File: src/rtl/sensor_compensation_trio_macros.svh
// Assertion helpers shared by the files that check this block.
`ifndef SENSOR_COMPENSATION_TRIO_MACROS_SVH
`define SENSOR_COMPENSATION_TRIO_MACROS_SVH

// The consequent must hold in the same cycle as the antecedent.
`define SCT_ASSERT_SAME(name, ante, cons) \
    name: assert property (@(posedge clk) disable iff (!rst_n) (ante) |-> (cons)) \
        else $error("sensor compensation check failed");

// The consequent must hold in the cycle after the antecedent.
`define SCT_ASSERT_NEXT(name, ante, cons) \
    name: assert property (@(posedge clk) disable iff (!rst_n) (ante) |=> (cons)) \
        else $error("sensor compensation check failed");

`endif

File: src/rtl/sct_pkg.sv
`default_nettype none

package sct_pkg;

    localparam int DATA_W    = 64;
    localparam int RAW_W     = 20;
    localparam int VAL_W     = 32;
    localparam int CFG_IDX_W = 3;
    localparam int SH_W      = 6;
    localparam int PC_W      = 7;

    typedef logic [PC_W-1:0] pc_t;

    typedef enum logic [1:0] {
        MODE_TEMP  = 2'd0,
        MODE_PRESS = 2'd1,
        MODE_HUM   = 2'd2,
        MODE_NONE  = 2'd3
    } mode_t;

    typedef enum logic [CFG_IDX_W-1:0] {
        CFG_TEMP     = 3'd0,
        CFG_PRESS_LO = 3'd1,
        CFG_PRESS_HI = 3'd2,
        CFG_EXTRA    = 3'd3,
        CFG_HUM      = 3'd4
    } cfg_idx_t;

    typedef enum logic [3:0] {
        OP_ADD,
        OP_SUB,
        OP_ASR,
        OP_SHL,
        OP_MUL,
        OP_DIV,
        OP_SETTF,
        OP_BRZ,
        OP_OUT_SAT,
        OP_OUT_HUM,
        OP_OUT_FAULT,
        OP_OUT_ZERO
    } op_t;

    typedef enum logic [5:0] {
        SRC_R0, SRC_R1, SRC_R2, SRC_R3, SRC_R4,
        SRC_RAW, SRC_ADC, SRC_TF,
        SRC_T1, SRC_T2, SRC_T3,
        SRC_P1, SRC_P2, SRC_P3, SRC_P4, SRC_P5, SRC_P6, SRC_P7, SRC_P8, SRC_P9,
        SRC_H1, SRC_H2, SRC_H3, SRC_H4, SRC_H5, SRC_H6,
        SRC_K5, SRC_K128, SRC_K128000, SRC_K1048576, SRC_K3125, SRC_K76800,
        SRC_K16384, SRC_K2097152, SRC_K8192, SRC_K32768, SRC_K2P47,
        SRC_ZERO
    } src_t;

    typedef struct packed {
        op_t             op;
        src_t            dst;
        src_t            a;
        src_t            b;
        logic [SH_W-1:0] sh;
    } ucmd_t;

    typedef struct packed {
        logic  load;
        logic  go;
        ucmd_t u;
    } dp_cmd_t;

    typedef struct packed {
        logic r0_zero;
        logic done;
        logic out_free;
    } dp_stat_t;

endpackage

`default_nettype wire

File: src/rtl/sct_ctrl.sv
`default_nettype none

module sct_ctrl (
    input  wire logic           clk,
    input  wire logic           rst_n,
    input  wire logic           in_valid,
    input  wire logic [1:0]     in_mode,
    output logic                in_ready,
    input  wire sct_pkg::dp_stat_t stat,
    output sct_pkg::dp_cmd_t    cmd
);
    import sct_pkg::*;

    typedef enum logic [2:0] {
        S_IDLE  = 3'b001,
        S_ISSUE = 3'b010,
        S_WAIT  = 3'b100
    } state_t;

    localparam pc_t PC_TEMP  = 7'd0;
    localparam pc_t PC_PRESS = 7'd17;
    localparam pc_t PC_FAULT = 7'd51;
    localparam pc_t PC_NONE  = 7'd52;
    localparam pc_t PC_HUM   = 7'd53;

    state_t state_reg, state_next;
    pc_t    pc_reg, pc_next;
    ucmd_t  cur;

    function automatic ucmd_t mk(op_t op, src_t d, src_t a, src_t b, logic [SH_W-1:0] sh);
        ucmd_t c;
        c.op  = op;
        c.dst = d;
        c.a   = a;
        c.b   = b;
        c.sh  = sh;
        return c;
    endfunction

    // Micro-program: one entry per datapath step.
    function automatic ucmd_t rom(pc_t pc);
        ucmd_t c;
        unique case (pc)
            // temperature
            7'd0:  c = mk(OP_ASR, SRC_R0, SRC_RAW, SRC_ZERO, 6'd3);
            7'd1:  c = mk(OP_SHL, SRC_R1, SRC_T1, SRC_ZERO, 6'd1);
            7'd2:  c = mk(OP_SUB, SRC_R0, SRC_R0, SRC_R1, 6'd0);
            7'd3:  c = mk(OP_MUL, SRC_R0, SRC_R0, SRC_T2, 6'd0);
            7'd4:  c = mk(OP_ASR, SRC_R0, SRC_R0, SRC_ZERO, 6'd11);
            7'd5:  c = mk(OP_ASR, SRC_R1, SRC_RAW, SRC_ZERO, 6'd4);
            7'd6:  c = mk(OP_SUB, SRC_R1, SRC_R1, SRC_T1, 6'd0);
            7'd7:  c = mk(OP_MUL, SRC_R1, SRC_R1, SRC_R1, 6'd0);
            7'd8:  c = mk(OP_ASR, SRC_R1, SRC_R1, SRC_ZERO, 6'd12);
            7'd9:  c = mk(OP_MUL, SRC_R1, SRC_R1, SRC_T3, 6'd0);
            7'd10: c = mk(OP_ASR, SRC_R1, SRC_R1, SRC_ZERO, 6'd14);
            7'd11: c = mk(OP_ADD, SRC_R0, SRC_R0, SRC_R1, 6'd0);
            7'd12: c = mk(OP_SETTF, SRC_R0, SRC_R0, SRC_ZERO, 6'd0);
            7'd13: c = mk(OP_MUL, SRC_R0, SRC_R0, SRC_K5, 6'd0);
            7'd14: c = mk(OP_ADD, SRC_R0, SRC_R0, SRC_K128, 6'd0);
            7'd15: c = mk(OP_ASR, SRC_R0, SRC_R0, SRC_ZERO, 6'd8);
            7'd16: c = mk(OP_OUT_SAT, SRC_R0, SRC_R0, SRC_ZERO, 6'd0);
            // pressure
            7'd17: c = mk(OP_SUB, SRC_R0, SRC_TF, SRC_K128000, 6'd0);
            7'd18: c = mk(OP_MUL, SRC_R1, SRC_R0, SRC_R0, 6'd0);
            7'd19: c = mk(OP_MUL, SRC_R2, SRC_R1, SRC_P6, 6'd0);
            7'd20: c = mk(OP_MUL, SRC_R3, SRC_R0, SRC_P5, 6'd0);
            7'd21: c = mk(OP_SHL, SRC_R3, SRC_R3, SRC_ZERO, 6'd17);
            7'd22: c = mk(OP_ADD, SRC_R2, SRC_R2, SRC_R3, 6'd0);
            7'd23: c = mk(OP_SHL, SRC_R3, SRC_P4, SRC_ZERO, 6'd35);
            7'd24: c = mk(OP_ADD, SRC_R2, SRC_R2, SRC_R3, 6'd0);
            7'd25: c = mk(OP_MUL, SRC_R3, SRC_R1, SRC_P3, 6'd0);
            7'd26: c = mk(OP_ASR, SRC_R3, SRC_R3, SRC_ZERO, 6'd8);
            7'd27: c = mk(OP_MUL, SRC_R4, SRC_R0, SRC_P2, 6'd0);
            7'd28: c = mk(OP_SHL, SRC_R4, SRC_R4, SRC_ZERO, 6'd12);
            7'd29: c = mk(OP_ADD, SRC_R0, SRC_R3, SRC_R4, 6'd0);
            7'd30: c = mk(OP_ADD, SRC_R0, SRC_R0, SRC_K2P47, 6'd0);
            7'd31: c = mk(OP_MUL, SRC_R0, SRC_R0, SRC_P1, 6'd0);
            7'd32: c = mk(OP_ASR, SRC_R0, SRC_R0, SRC_ZERO, 6'd33);
            7'd33: c = mk(OP_BRZ, SRC_R0, SRC_R0, SRC_ZERO, 6'd0);
            7'd34: c = mk(OP_SUB, SRC_R1, SRC_K1048576, SRC_RAW, 6'd0);
            7'd35: c = mk(OP_SHL, SRC_R1, SRC_R1, SRC_ZERO, 6'd31);
            7'd36: c = mk(OP_SUB, SRC_R1, SRC_R1, SRC_R2, 6'd0);
            7'd37: c = mk(OP_MUL, SRC_R1, SRC_R1, SRC_K3125, 6'd0);
            7'd38: c = mk(OP_DIV, SRC_R1, SRC_R1, SRC_R0, 6'd0);
            7'd39: c = mk(OP_ASR, SRC_R2, SRC_R1, SRC_ZERO, 6'd13);
            7'd40: c = mk(OP_MUL, SRC_R3, SRC_P9, SRC_R2, 6'd0);
            7'd41: c = mk(OP_MUL, SRC_R3, SRC_R3, SRC_R2, 6'd0);
            7'd42: c = mk(OP_ASR, SRC_R3, SRC_R3, SRC_ZERO, 6'd25);
            7'd43: c = mk(OP_MUL, SRC_R4, SRC_P8, SRC_R1, 6'd0);
            7'd44: c = mk(OP_ASR, SRC_R4, SRC_R4, SRC_ZERO, 6'd19);
            7'd45: c = mk(OP_ADD, SRC_R1, SRC_R1, SRC_R3, 6'd0);
            7'd46: c = mk(OP_ADD, SRC_R1, SRC_R1, SRC_R4, 6'd0);
            7'd47: c = mk(OP_ASR, SRC_R1, SRC_R1, SRC_ZERO, 6'd8);
            7'd48: c = mk(OP_SHL, SRC_R2, SRC_P7, SRC_ZERO, 6'd4);
            7'd49: c = mk(OP_ADD, SRC_R1, SRC_R1, SRC_R2, 6'd0);
            7'd50: c = mk(OP_OUT_SAT, SRC_R1, SRC_R1, SRC_ZERO, 6'd0);
            7'd51: c = mk(OP_OUT_FAULT, SRC_R0, SRC_ZERO, SRC_ZERO, 6'd0);
            7'd52: c = mk(OP_OUT_ZERO, SRC_R0, SRC_ZERO, SRC_ZERO, 6'd0);
            // humidity
            7'd53: c = mk(OP_SUB, SRC_R0, SRC_TF, SRC_K76800, 6'd0);
            7'd54: c = mk(OP_SHL, SRC_R1, SRC_ADC, SRC_ZERO, 6'd14);
            7'd55: c = mk(OP_SHL, SRC_R2, SRC_H4, SRC_ZERO, 6'd20);
            7'd56: c = mk(OP_SUB, SRC_R1, SRC_R1, SRC_R2, 6'd0);
            7'd57: c = mk(OP_MUL, SRC_R2, SRC_H5, SRC_R0, 6'd0);
            7'd58: c = mk(OP_SUB, SRC_R1, SRC_R1, SRC_R2, 6'd0);
            7'd59: c = mk(OP_ADD, SRC_R1, SRC_R1, SRC_K16384, 6'd0);
            7'd60: c = mk(OP_ASR, SRC_R1, SRC_R1, SRC_ZERO, 6'd15);
            7'd61: c = mk(OP_MUL, SRC_R2, SRC_R0, SRC_H6, 6'd0);
            7'd62: c = mk(OP_ASR, SRC_R2, SRC_R2, SRC_ZERO, 6'd10);
            7'd63: c = mk(OP_MUL, SRC_R3, SRC_R0, SRC_H3, 6'd0);
            7'd64: c = mk(OP_ASR, SRC_R3, SRC_R3, SRC_ZERO, 6'd11);
            7'd65: c = mk(OP_ADD, SRC_R3, SRC_R3, SRC_K32768, 6'd0);
            7'd66: c = mk(OP_MUL, SRC_R2, SRC_R2, SRC_R3, 6'd0);
            7'd67: c = mk(OP_ASR, SRC_R2, SRC_R2, SRC_ZERO, 6'd10);
            7'd68: c = mk(OP_ADD, SRC_R2, SRC_R2, SRC_K2097152, 6'd0);
            7'd69: c = mk(OP_MUL, SRC_R2, SRC_R2, SRC_H2, 6'd0);
            7'd70: c = mk(OP_ADD, SRC_R2, SRC_R2, SRC_K8192, 6'd0);
            7'd71: c = mk(OP_ASR, SRC_R2, SRC_R2, SRC_ZERO, 6'd14);
            7'd72: c = mk(OP_MUL, SRC_R1, SRC_R1, SRC_R2, 6'd0);
            7'd73: c = mk(OP_ASR, SRC_R2, SRC_R1, SRC_ZERO, 6'd15);
            7'd74: c = mk(OP_MUL, SRC_R2, SRC_R2, SRC_R2, 6'd0);
            7'd75: c = mk(OP_ASR, SRC_R2, SRC_R2, SRC_ZERO, 6'd7);
            7'd76: c = mk(OP_MUL, SRC_R2, SRC_R2, SRC_H1, 6'd0);
            7'd77: c = mk(OP_ASR, SRC_R2, SRC_R2, SRC_ZERO, 6'd4);
            7'd78: c = mk(OP_SUB, SRC_R1, SRC_R1, SRC_R2, 6'd0);
            7'd79: c = mk(OP_OUT_HUM, SRC_R1, SRC_R1, SRC_ZERO, 6'd0);
            default: c = mk(OP_OUT_ZERO, SRC_R0, SRC_ZERO, SRC_ZERO, 6'd0);
        endcase
        return c;
    endfunction

    assign cur      = rom(pc_reg);
    assign in_ready = (state_reg == S_IDLE);

    always_comb
    begin
        state_next = state_reg;
        pc_next    = pc_reg;
        cmd.load   = 1'b0;
        cmd.go     = 1'b0;
        cmd.u      = cur;
        unique case (state_reg)
            S_IDLE:
            begin
                if (in_valid)
                begin
                    cmd.load   = 1'b1;
                    state_next = S_ISSUE;
                    unique case (mode_t'(in_mode))
                        MODE_TEMP:  pc_next = PC_TEMP;
                        MODE_PRESS: pc_next = PC_PRESS;
                        MODE_HUM:   pc_next = PC_HUM;
                        MODE_NONE:  pc_next = PC_NONE;
                        default:    pc_next = PC_NONE;
                    endcase
                end
            end
            S_ISSUE:
            begin
                unique case (cur.op)
                    OP_OUT_SAT, OP_OUT_HUM, OP_OUT_FAULT, OP_OUT_ZERO:
                    begin
                        if (stat.out_free)
                        begin
                            cmd.go     = 1'b1;
                            state_next = S_IDLE;
                        end
                    end
                    OP_BRZ:
                    begin
                        pc_next = stat.r0_zero ? PC_FAULT : pc_reg + 1'b1;
                    end
                    OP_MUL, OP_DIV:
                    begin
                        cmd.go     = 1'b1;
                        pc_next    = pc_reg + 1'b1;
                        state_next = S_WAIT;
                    end
                    default:
                    begin
                        cmd.go  = 1'b1;
                        pc_next = pc_reg + 1'b1;
                    end
                endcase
            end
            S_WAIT:
            begin
                if (stat.done)
                begin
                    state_next = S_ISSUE;
                end
            end
            default:
            begin
                state_next = S_IDLE;
            end
        endcase
    end

    always_ff @(posedge clk or negedge rst_n)
    begin
        if (!rst_n)
        begin
            state_reg <= S_IDLE;
            pc_reg    <= PC_TEMP;
        end
        else
        begin
            state_reg <= state_next;
            pc_reg    <= pc_next;
        end
    end

endmodule

`default_nettype wire

File: config.mk
export PLATFORM = sky130hd
export DESIGN_NAME = sct_ctrl
export DESIGN_NICKNAME = d
export VERILOG_FILES = /design/src/rtl/sensor_compensation_trio_macros.svh /design/src/rtl/sct_pkg.sv /design/src/rtl/sct_ctrl.sv
export SDC_FILE = /design/constraint.sdc
export NUM_CORES = 1
export LEC_CHECK = 0
export BUFFER_PORTS_ARGS = -buffer_cell sky130_fd_sc_hd__buf_4
export CAP_MARGIN = 30
export CORE_ASPECT_RATIO = 1.2
export CORE_MARGIN = 8
export CORE_UTILIZATION = 30
export CTS_BUF_LIST = sky130_fd_sc_hd__clkbuf_8
export DETAILED_ROUTE_END_ITERATION = 8
export REMOVE_ABC_BUFFERS = 1
export SYNTH_ARGS = -nofsm -noshare
export SYNTH_HDL_FRONTEND = slang
export SYNTH_SLANG_ARGS = --single-unit
File: constraint.sdc
create_clock -name clk -period 4.2 [get_ports clk]
set_input_delay 1.05 -clock clk [delete_from_list [all_inputs] [get_ports clk]]
set_output_delay 1.05 -clock clk [all_outputs]
set_load 0.01 [all_outputs]
==> results of run 1 <==
layout by cell type (no fill, tap or decap), types with 5 or more instances in the layout:
cell type | Yosys | routed
nand2_1 | 59 | 59
o211ai_1 | 7 | 7
o21ai_0 | 28 | 28
a211oi_1 | 11 | 11
dfrtp_1 | 9 | 7
nor2_1 | 42 | 42
a21oi_1 | 42 | 42
ha_1 | 19 | 19
buf_4 | 4 | 53
a32oi_1 | 5 | 5
o32ai_1 | 5 | 5
a31oi_1 | 12 | 12
inv_1 | 15 | 15
nor3_1 | 11 | 11
nand3_1 | 13 | 13
nand2b_1 | 10 | 10
o22ai_1 | 11 | 11
nor2b_1 | 5 | 5
layout make-up:
class / instances / area (sq um)
fillers: 1006 / 6180
multi-input cells: 367 / 2300
repair buffers: 54 / 418
flip-flops and latches: 10 / 254
well taps: 123 / 154
inverters: 16 / 60.1
clock buffers: 4 / 55.1
worst paths after layout:
path | from | to | slack, ns | cells past startpoint
max in group asynchronous | rst_n | state_reg[0] | 3.33 | 1
min in group asynchronous | rst_n | pc_reg[5] | 0.64 | 1
setup / recovery | pc_reg[0] | cmd[28] | 0.18 | 8
setup reg to reg | pc_reg[0] | pc_reg[6] | 1.02 | 9
hold reg to reg | state_reg[0] | state_reg[2] | 0.53 | 1
hold / removal | state_reg[0] | state_reg[2] | 0.53 | 1
power groups by stage:
stage               Combinational [mW]  Clock, mW  Sequential [mW]
CTS                               2.11      0.124            0.200
detailed placement                2.10          0            0.202
global route                      2.31      0.130            0.208
finish                            2.14      0.123            0.203
floorplan                         1.20          0            0.303
global placement                  2.11          0            0.201
routing by layer:
layer | vias up | share of wire | GRT usage
met1 | 1637 | 0.41 | 0.205
met4 | 0 | 0.038 | 0.0742
met3 | 35 | 0.081 | 0.0198
li1 | 1641 | - | -
met5 | - | 0 | 0
met2 | 217 | 0.47 | 0.257
worst reg2reg max path, delay by kind of cell, from the launching register on:
kind                       cells  cell delay, ns
AOI/OAI and AO/OA              3            0.63
muxes                          1            0.33
and+or+nand+nor                3            0.88
buffers and inverters          1            0.17
adders and majority gates      1            0.49
DFF                            1            0.54
cells by family after synthesis:
group,Yosys count
AOI/OAI and AO/OA,171
and+or+nand+nor,164
buffers and inverters,68
adders and majority gates,19
DFF,10
muxes,9
other,1
xor gates and xnor gates,1
metrics by stage:
step | setup WS [ns] | hold WS [ns] | setup TNS (ns)
4_1_cts | 0.210 | 0.536 | 0
5_1_grt | 0.0224 | 0.560 | 0
3_3_place_gp | 0.436 | 0.517 | 0
6_report | 0.178 | 0.534 | 0
2_1_floorplan | -0.106 | 0.493 | -0.106
3_5_place_dp | 0.507 | 0.527 | 0
==> flow_summary.toml, run 1 <==
[status]
status = "completed"

[global_routing]
grt_pass1_wl_mm = 17.0
antenna_found_initial = 0
grt_pass1_vias = 3255
grt_overflow = 0
grt_util_all_layers = 0.158
grt_max_degree = 58

[clock_network]
cts_hold_buf = 0
htreeDepth = 1
root_buffer = "clkbuf_8"
numClockSinks = 10
cts-resized-gates = 0
clockBufferDepth = 2
clk_latency_ns = 0.24
cts_tree = "built"
postCtsSetupBuffers = 0
numCtsBuffers = 3
clk_pin_slew_ns = 0.05

[cells_and_area]
largest_reg_flops = 7
syn_to_final_growth_pct = 12.6
fin_util = 0.344
final_area_sq_mm = 0.00324
drive_above_1_share = 0.171
fin_cells = 574
n_antenna_cell = 0
nets = 479

[critical_path]
crit_family = "compound AO/OA/AOI/OAI gates"
arrival_ns = 2.97
worstPathCellList = "inv_1 -> ha_1 -> mux2_2 -> a21oi_1 -> a221oi_1 -> a21oi_1 -> a21oi_1 -> buf_4"
crit_top_cell = "a21oi_1"
path_max_fanout = 10
cp_slowest_cell = "a221oi_1"
path_buf_inv = 2
critical_path_class = "flip-flop to output port"
critical_path.max_stage_delay_ns = 0.60
worstPathRequired_ns = 3.15
crit_path_end_kind = "output port"
worstSetupStartpointType = "flip-flop"

[synth]
yosys.area_share.simple = 0.267
synthCells = 443
synthArstFlopShare = 1.00
yosysMostFrequentCell = "nand2_1"
synth_top_family_by_area = "compound AO/OA/AOI/OAI gates"
synth_fa_ha_area_frac = 0.0826
synth_area_per_cell_sq_um = 6.50
synth_area_leaders = "ha_1 8.3%, dfrtp_1 7.8%, nand2_1 7.7%, a21oi_1 7.3%, nor2_1 5.5%"
synth-xor-area-share = 0.00304
synth_compound_area_frac = 0.404
synth_edf_count = 0
synth_ff_type = "dfrtp_1"
ys_ff_latch = 10
synthMuxAreaShare = 0.0387
synth.top_cell.area_share = 0.0826
ys_top_cells_by_count = "59 x nand2_1, 42 x a21oi_1, 42 x nor2_1"
syn-cell-area_sq_mm = 0.00288
synth.distinct_cells = 70
yosys_warnings = 0
ys_seq_area_frac = 0.0874
yosys.area.top_type = "ha_1"

[pwr]
cellLeakagePower_nw = 1.25
internal-power_mw = 1.06
p_per_area_mw_per_mm2 = 761
p_sw_frac = 0.569
power_frac_seq = 0.083
clkPwrFrac = 0.050
ir_drop_uv = 479
pwr-share-comb = 0.868
finalPower_mw = 2.46
net-switching-power_mw = 1.40

[floorplan]
die_h_um = 123
initial_core_util = 0.306
std_cell_rows = 39
io_pins = 39
die_area_sq_mm = 0.0130
core_area_sq_mm = 0.00942
dieWidth_um = 105

[timing]
rsz0062_at_grt = "no"
fin_crit_sh = 0.958
hold_viol_final = 0
maxSlewViolCount = 0
setup_viol = 0
final.setup_skew_ns = 0.00359
fmax_mhz = 249
tightest_slew_ns = 0.661
layout_min_cycle_time_ns = 4.02
relSlewSlack = 0.559

[placed_design]
placed_cell_area_sq_mm = 0.00318
port_buffers = 35
placedCellCount = 570
routabilityCongestion = 0.959
dpl.hpwl_mm = 7.91

[drt]
drcViolationCount = 0
wl_per_cell_um = 18.9
vias = 3530
first_iter_violations = 537
vias_per_cell = 6.15
drtAntennaViolNets = 0
postRouteWirelength_mm = 10.9
drtPass1Iterations = 5

[run]
cap_viol_max_count = 0

[hold_path]
hp-class = "flip-flop to flip-flop"
Note: power is estimated with default switching activity, not from simulation.
==> inputs of run 2 (changes only) <==
- clock period: 4.2 -> 4.8 ns (I/O delays scaled with it)
==> flow_summary.toml, run 2 (same netlist as run 1, synthesis figures left out) <==
[global_routing]
antenna_found_initial = 0
grt_pass1_wl_mm = 17.0
grt_util_all_layers = 0.158
grt_overflow = 0
grt_max_degree = 61
grt_pass1_vias = 3286

[drt]
wl_per_cell_um = 18.7
drcViolationCount = 0
drtAntennaViolNets = 0
drtPass1Iterations = 7
vias_per_cell = 6.20
postRouteWirelength_mm = 10.6
vias = 3504
first_iter_violations = 470

[cells_and_area]
multi_input_area_sq_mm = 0.00230
largest_reg_flops = 7
drive_above_1_share = 0.154
syn_to_final_growth_pct = 10.2
fin_cells = 565
nets = 470
final-seq-area_sq_um = 254
final_common_cell = "nand2_1"
layout_common_cells = "59 x nand2_1, 44 x buf_4, 42 x nor2_1, 42 x a21oi_1, 28 x o21ai_0"
nFillCells = 1018
n_antenna_cell = 0

[timing]
rsz0062_at_grt = "no"
final.setup_skew_ns = 0.00243
setup_viol = 0
hold_viol_final = 0
fin_crit_sh = 0.857
fmax_mhz = 243
tightest_slew_ns = 0.775
maxSlewViolCount = 0
relSlewSlack = 0.483
layout_min_cycle_time_ns = 4.11
setup_tns_ns = 0

[clock_network]
clk_pin_slew_ns = 0.05
root_buffer = "clkbuf_8"
numClockSinks = 10
cts_tree = "built"
cts-resized-gates = 0
postCtsSetupBuffers = 0
htreeDepth = 1
numCtsBuffers = 3
clockBufferDepth = 2
clk_latency_ns = 0.24
cts_hold_buf = 0

[critical_path]
crit_path_end_kind = "output port"
critical_path_class = "flip-flop to output port"
worstPathRequired_ns = 3.60
worstSetupStartpointType = "flip-flop"
arrival_ns = 2.91
path_max_fanout = 23

[floorplan]
initial_core_util = 0.306
die_area_sq_mm = 0.0130
core_area_sq_mm = 0.00942
io_pins = 39
die_h_um = 123
dieWidth_um = 105
std_cell_rows = 39

[placed_design]
routabilityCongestion = 0.924
port_buffers = 35
placedCellCount = 561
dpl.hpwl_mm = 7.42

[pwr]
p_per_area_mw_per_mm2 = 663
ir_drop_uv = 344
cellLeakagePower_nw = 1.21

[hold_path]
hp-class = "flip-flop to flip-flop"

[status]
status = "completed"

[run]
cap_viol_max_count = 0
==> run 2: cell count changes in the layout (fill, tap and decap cells not counted), sizes merged <==
cell  previous run  this run
buf             54        45
==> run 2: where the power goes <==
| part | leakage, nW | switching, mW | internal, mW | total, mW |
|---|---|---|---|---|
| registers | 0.124 | 0.0560 | 0.114 | 0.170 |
| logic | 1.06 | 1.11 | 0.716 | 1.83 |
| clock network | 0.0288 | 0.0353 | 0.0723 | 0.108 |
==> run 2: cell type report <==
class,count,area share
timing repair buffer,45,0.110
multi-input combinational,367,0.725
sequential,10,0.0801
clock buffer,4,0.0174
tap,123,0.0485
inverter,16,0.0189
==> run 2: worst paths after layout <==
kind                            slack (ns)    startpoint           end  cells past startpoint
worst max-delay path                  0.69     pc_reg[0]       cmd[28]                      9
worst min-delay path                  0.53  state_reg[0]  state_reg[2]                      1
worst max register to register        1.58     pc_reg[1]     pc_reg[6]                     10
worst min register to register        0.53  state_reg[0]  state_reg[2]                      1
max in group asynchronous             3.80         rst_n  state_reg[0]                      1
min in group asynchronous             0.78         rst_n  state_reg[2]                      1
==> run 2: layer usage <==
layer | vias to the layer above | global-route usage | wire (um)
li1 | 1634 | - | -
met1 | 1591 | 0.200 | 4350
met2 | 235 | 0.249 | 4820
met3 | 44 | 0.0224 | 846
met4 | 0 | 0.0965 | 575
met5 | - | 0 | 0
==> run 2: worst max-delay path, cell delays in order (launching register included) <==
cell and delay, ns:
dfrtp_1 0.32, buf_4 0.25, inv_1 0.14, ha_1 0.62, mux2_2 0.25, a21oi_1 0.08, a221oi_1 0.49, a21oi_1 0.20
a21oi_1 0.17, buf_4 0.13
==> run 2: per-stage QoR <==
step	worst slack [ns]	hold WS, ns	cell area (sq um)	total power, mW	utilization
6_report	0.687	0.530	3170	2.10	0.337
5_1_grt	0.462	0.561	3170	2.27	0.337
4_1_cts	0.719	0.531	3170	2.08	0.337
3_5_place_dp	0.996	0.520	3120	1.97	0.331
3_3_place_gp	0.934	0.523	3120	1.97	0.331
2_1_floorplan	0.344	0.493	2610	1.32	-
==> inputs of run 3 (changes only) <==
- CORE_ASPECT_RATIO: 1.2 -> not set
==> flow_summary.toml, run 3 (same netlist as run 1, synthesis figures left out) <==
[timing]
rsz0062_at_grt = "no"
maxSlewViolCount = 0
setup_viol = 0
fin_crit_sh = 0.882
final.setup_skew_ns = 0.00614
tightest_slew_ns = 0.780
setup_tns_ns = 0
hold_viol_final = 0
hold_slack_ns = 0.529
fmax_mhz = 236
fin_ws_ns = 0.566
layout_min_cycle_time_ns = 4.23
relSlewSlack = 0.480

[critical_path]
r2r_slack_ns = 1.46
crit_top_cell = "a21oi_1"
crit_path_end_kind = "output port"
worstPathCellList = "inv_1 -> ha_1 -> mux2_2 -> a21oi_1 -> a221oi_1 -> a21oi_1 -> a21oi_1 -> buf_4"
reg2reg_from = "pc_reg[0]"
r2r_cells = 9
critical_path_class = "flip-flop to output port"
arrival_ns = 3.03
path_max_fanout = 14
worstPathRequired_ns = 3.60
cp_slowest_cell = "ha_1"
critical_path.max_stage_delay_ns = 0.64
worstSetupStartpointType = "flip-flop"
r2r_end = "pc_reg[6]"

[clock_network]
numClockSinks = 10
root_buffer = "clkbuf_8"
cts_hold_buf = 0
clk_pin_slew_ns = 0.05
htreeDepth = 1
clk_latency_ns = 0.24
numCtsBuffers = 3
cts-resized-gates = 0
cts_tree = "built"
clockBufferDepth = 2
postCtsSetupBuffers = 0

[cells_and_area]
nets = 477
largest_reg_flops = 7
final_common_cell = "nand2_1"
n_antenna_cell = 0
drive_above_1_share = 0.167
layout_common_cells = "59 x nand2_1, 52 x buf_4, 42 x nor2_1, 42 x a21oi_1, 28 x o21ai_0"
final_area_sq_mm = 0.00322
syn_to_final_growth_pct = 11.9
nFillCells = 1007

[pwr]
cellLeakagePower_nw = 1.24
finalPower_mw = 2.13
ir_drop_uv = 181
p_per_area_mw_per_mm2 = 661

[placed_design]
preCtsSetupSlack_ns = 0.826
placed_cell_area_sq_mm = 0.00316
port_buffers = 35
routabilityCongestion = 0.967
dpl.hpwl_mm = 7.98

[drt]
drtPass1Iterations = 6
drcViolationCount = 0
drtAntennaViolNets = 0
vias_per_cell = 6.12
vias = 3536
first_iter_violations = 536
wl_per_cell_um = 18.6
postRouteWirelength_mm = 10.8

[floorplan]
die_area_sq_mm = 0.0130
die_h_um = 114
dieWidth_um = 114
std_cell_rows = 35
io_pins = 39
core_area_sq_mm = 0.00928
initial_core_util = 0.310

[status]
status = "completed"

[global_routing]
grt_pass1_vias = 3213
grt_max_degree = 36
grt_util_all_layers = 0.163
grt_overflow = 0
grt_pass1_wl_mm = 17.4
antenna_found_initial = 0

[run]
cap_viol_max_count = 0

[hold_path]
min_to = "state_reg[2]"
whs_path_depth = 1
hp-class = "flip-flop to flip-flop"
holdCritStartpoint = "state_reg[0]"
-- run 3: changes by cell type in the layout (fill, tap and decap cells not counted), sizes merged --
cell / delta
buf: +7
-- run 3: critical path, delay by kind of cell, from the launching register on --
family	cells	cell delay (ns)
AOI/OAI and AO/OA	4	0.97
adders and majority gates	1	0.64
DFF	1	0.60
buffers and inverters	2	0.34
muxes	1	0.24
-- run 3: power by group --
group / internal [mW] / switching, mW / leakage [nW] / total (mW)
registers: 0.114 / 0.0743 / 0.124 / 0.188
clock network: 0.0722 / 0.0347 / 0.0288 / 0.107
logic: 0.730 / 1.10 / 1.09 / 1.83
-- run 3: layout make-up --
type | count | area, sq um | area share
clock buffers | 4 | 55.1 | 0.0171
inverters | 16 | 60.1 | 0.0187
multi-input cells | 367 | 2300 | 0.714
flip-flops and latches | 10 | 254 | 0.0789
well taps | 129 | 161 | 0.0501
repair buffers | 52 | 390 | 0.121
-- run 3: layer usage --
layer | routed length, um | GRT usage
met2 | 4830 | 0.256
met3 | 1030 | 0.0232
met4 | 265 | 0.0515
met1 | 4650 | 0.223
met5 | 0 | 0
-- run 3: how the worst max path moves through the flow --
| stage | startpoint | to | slack [ns] | cells past startpoint |
|---|---|---|---|---|
| floorplan | pc_reg[2] | cmd[28] | 0.34 | 7 |
| global placement | pc_reg[0] | cmd[28] | 0.91 | 8 |
| detailed placement | pc_reg[0] | cmd[28] | 0.83 | 8 |
| CTS | pc_reg[0] | cmd[28] | 0.57 | 8 |
| global route | pc_reg[0] | cmd[28] | 0.38 | 8 |
| finish | pc_reg[0] | cmd[28] | 0.57 | 8 |
-- run 3: per-stage QoR --
stage | util | instances
floorplan | - | 393
global placement | 0.341 | 574
detailed placement | 0.341 | 574
CTS | 0.347 | 578
global route | 0.347 | 578
finish | 0.347 | 578
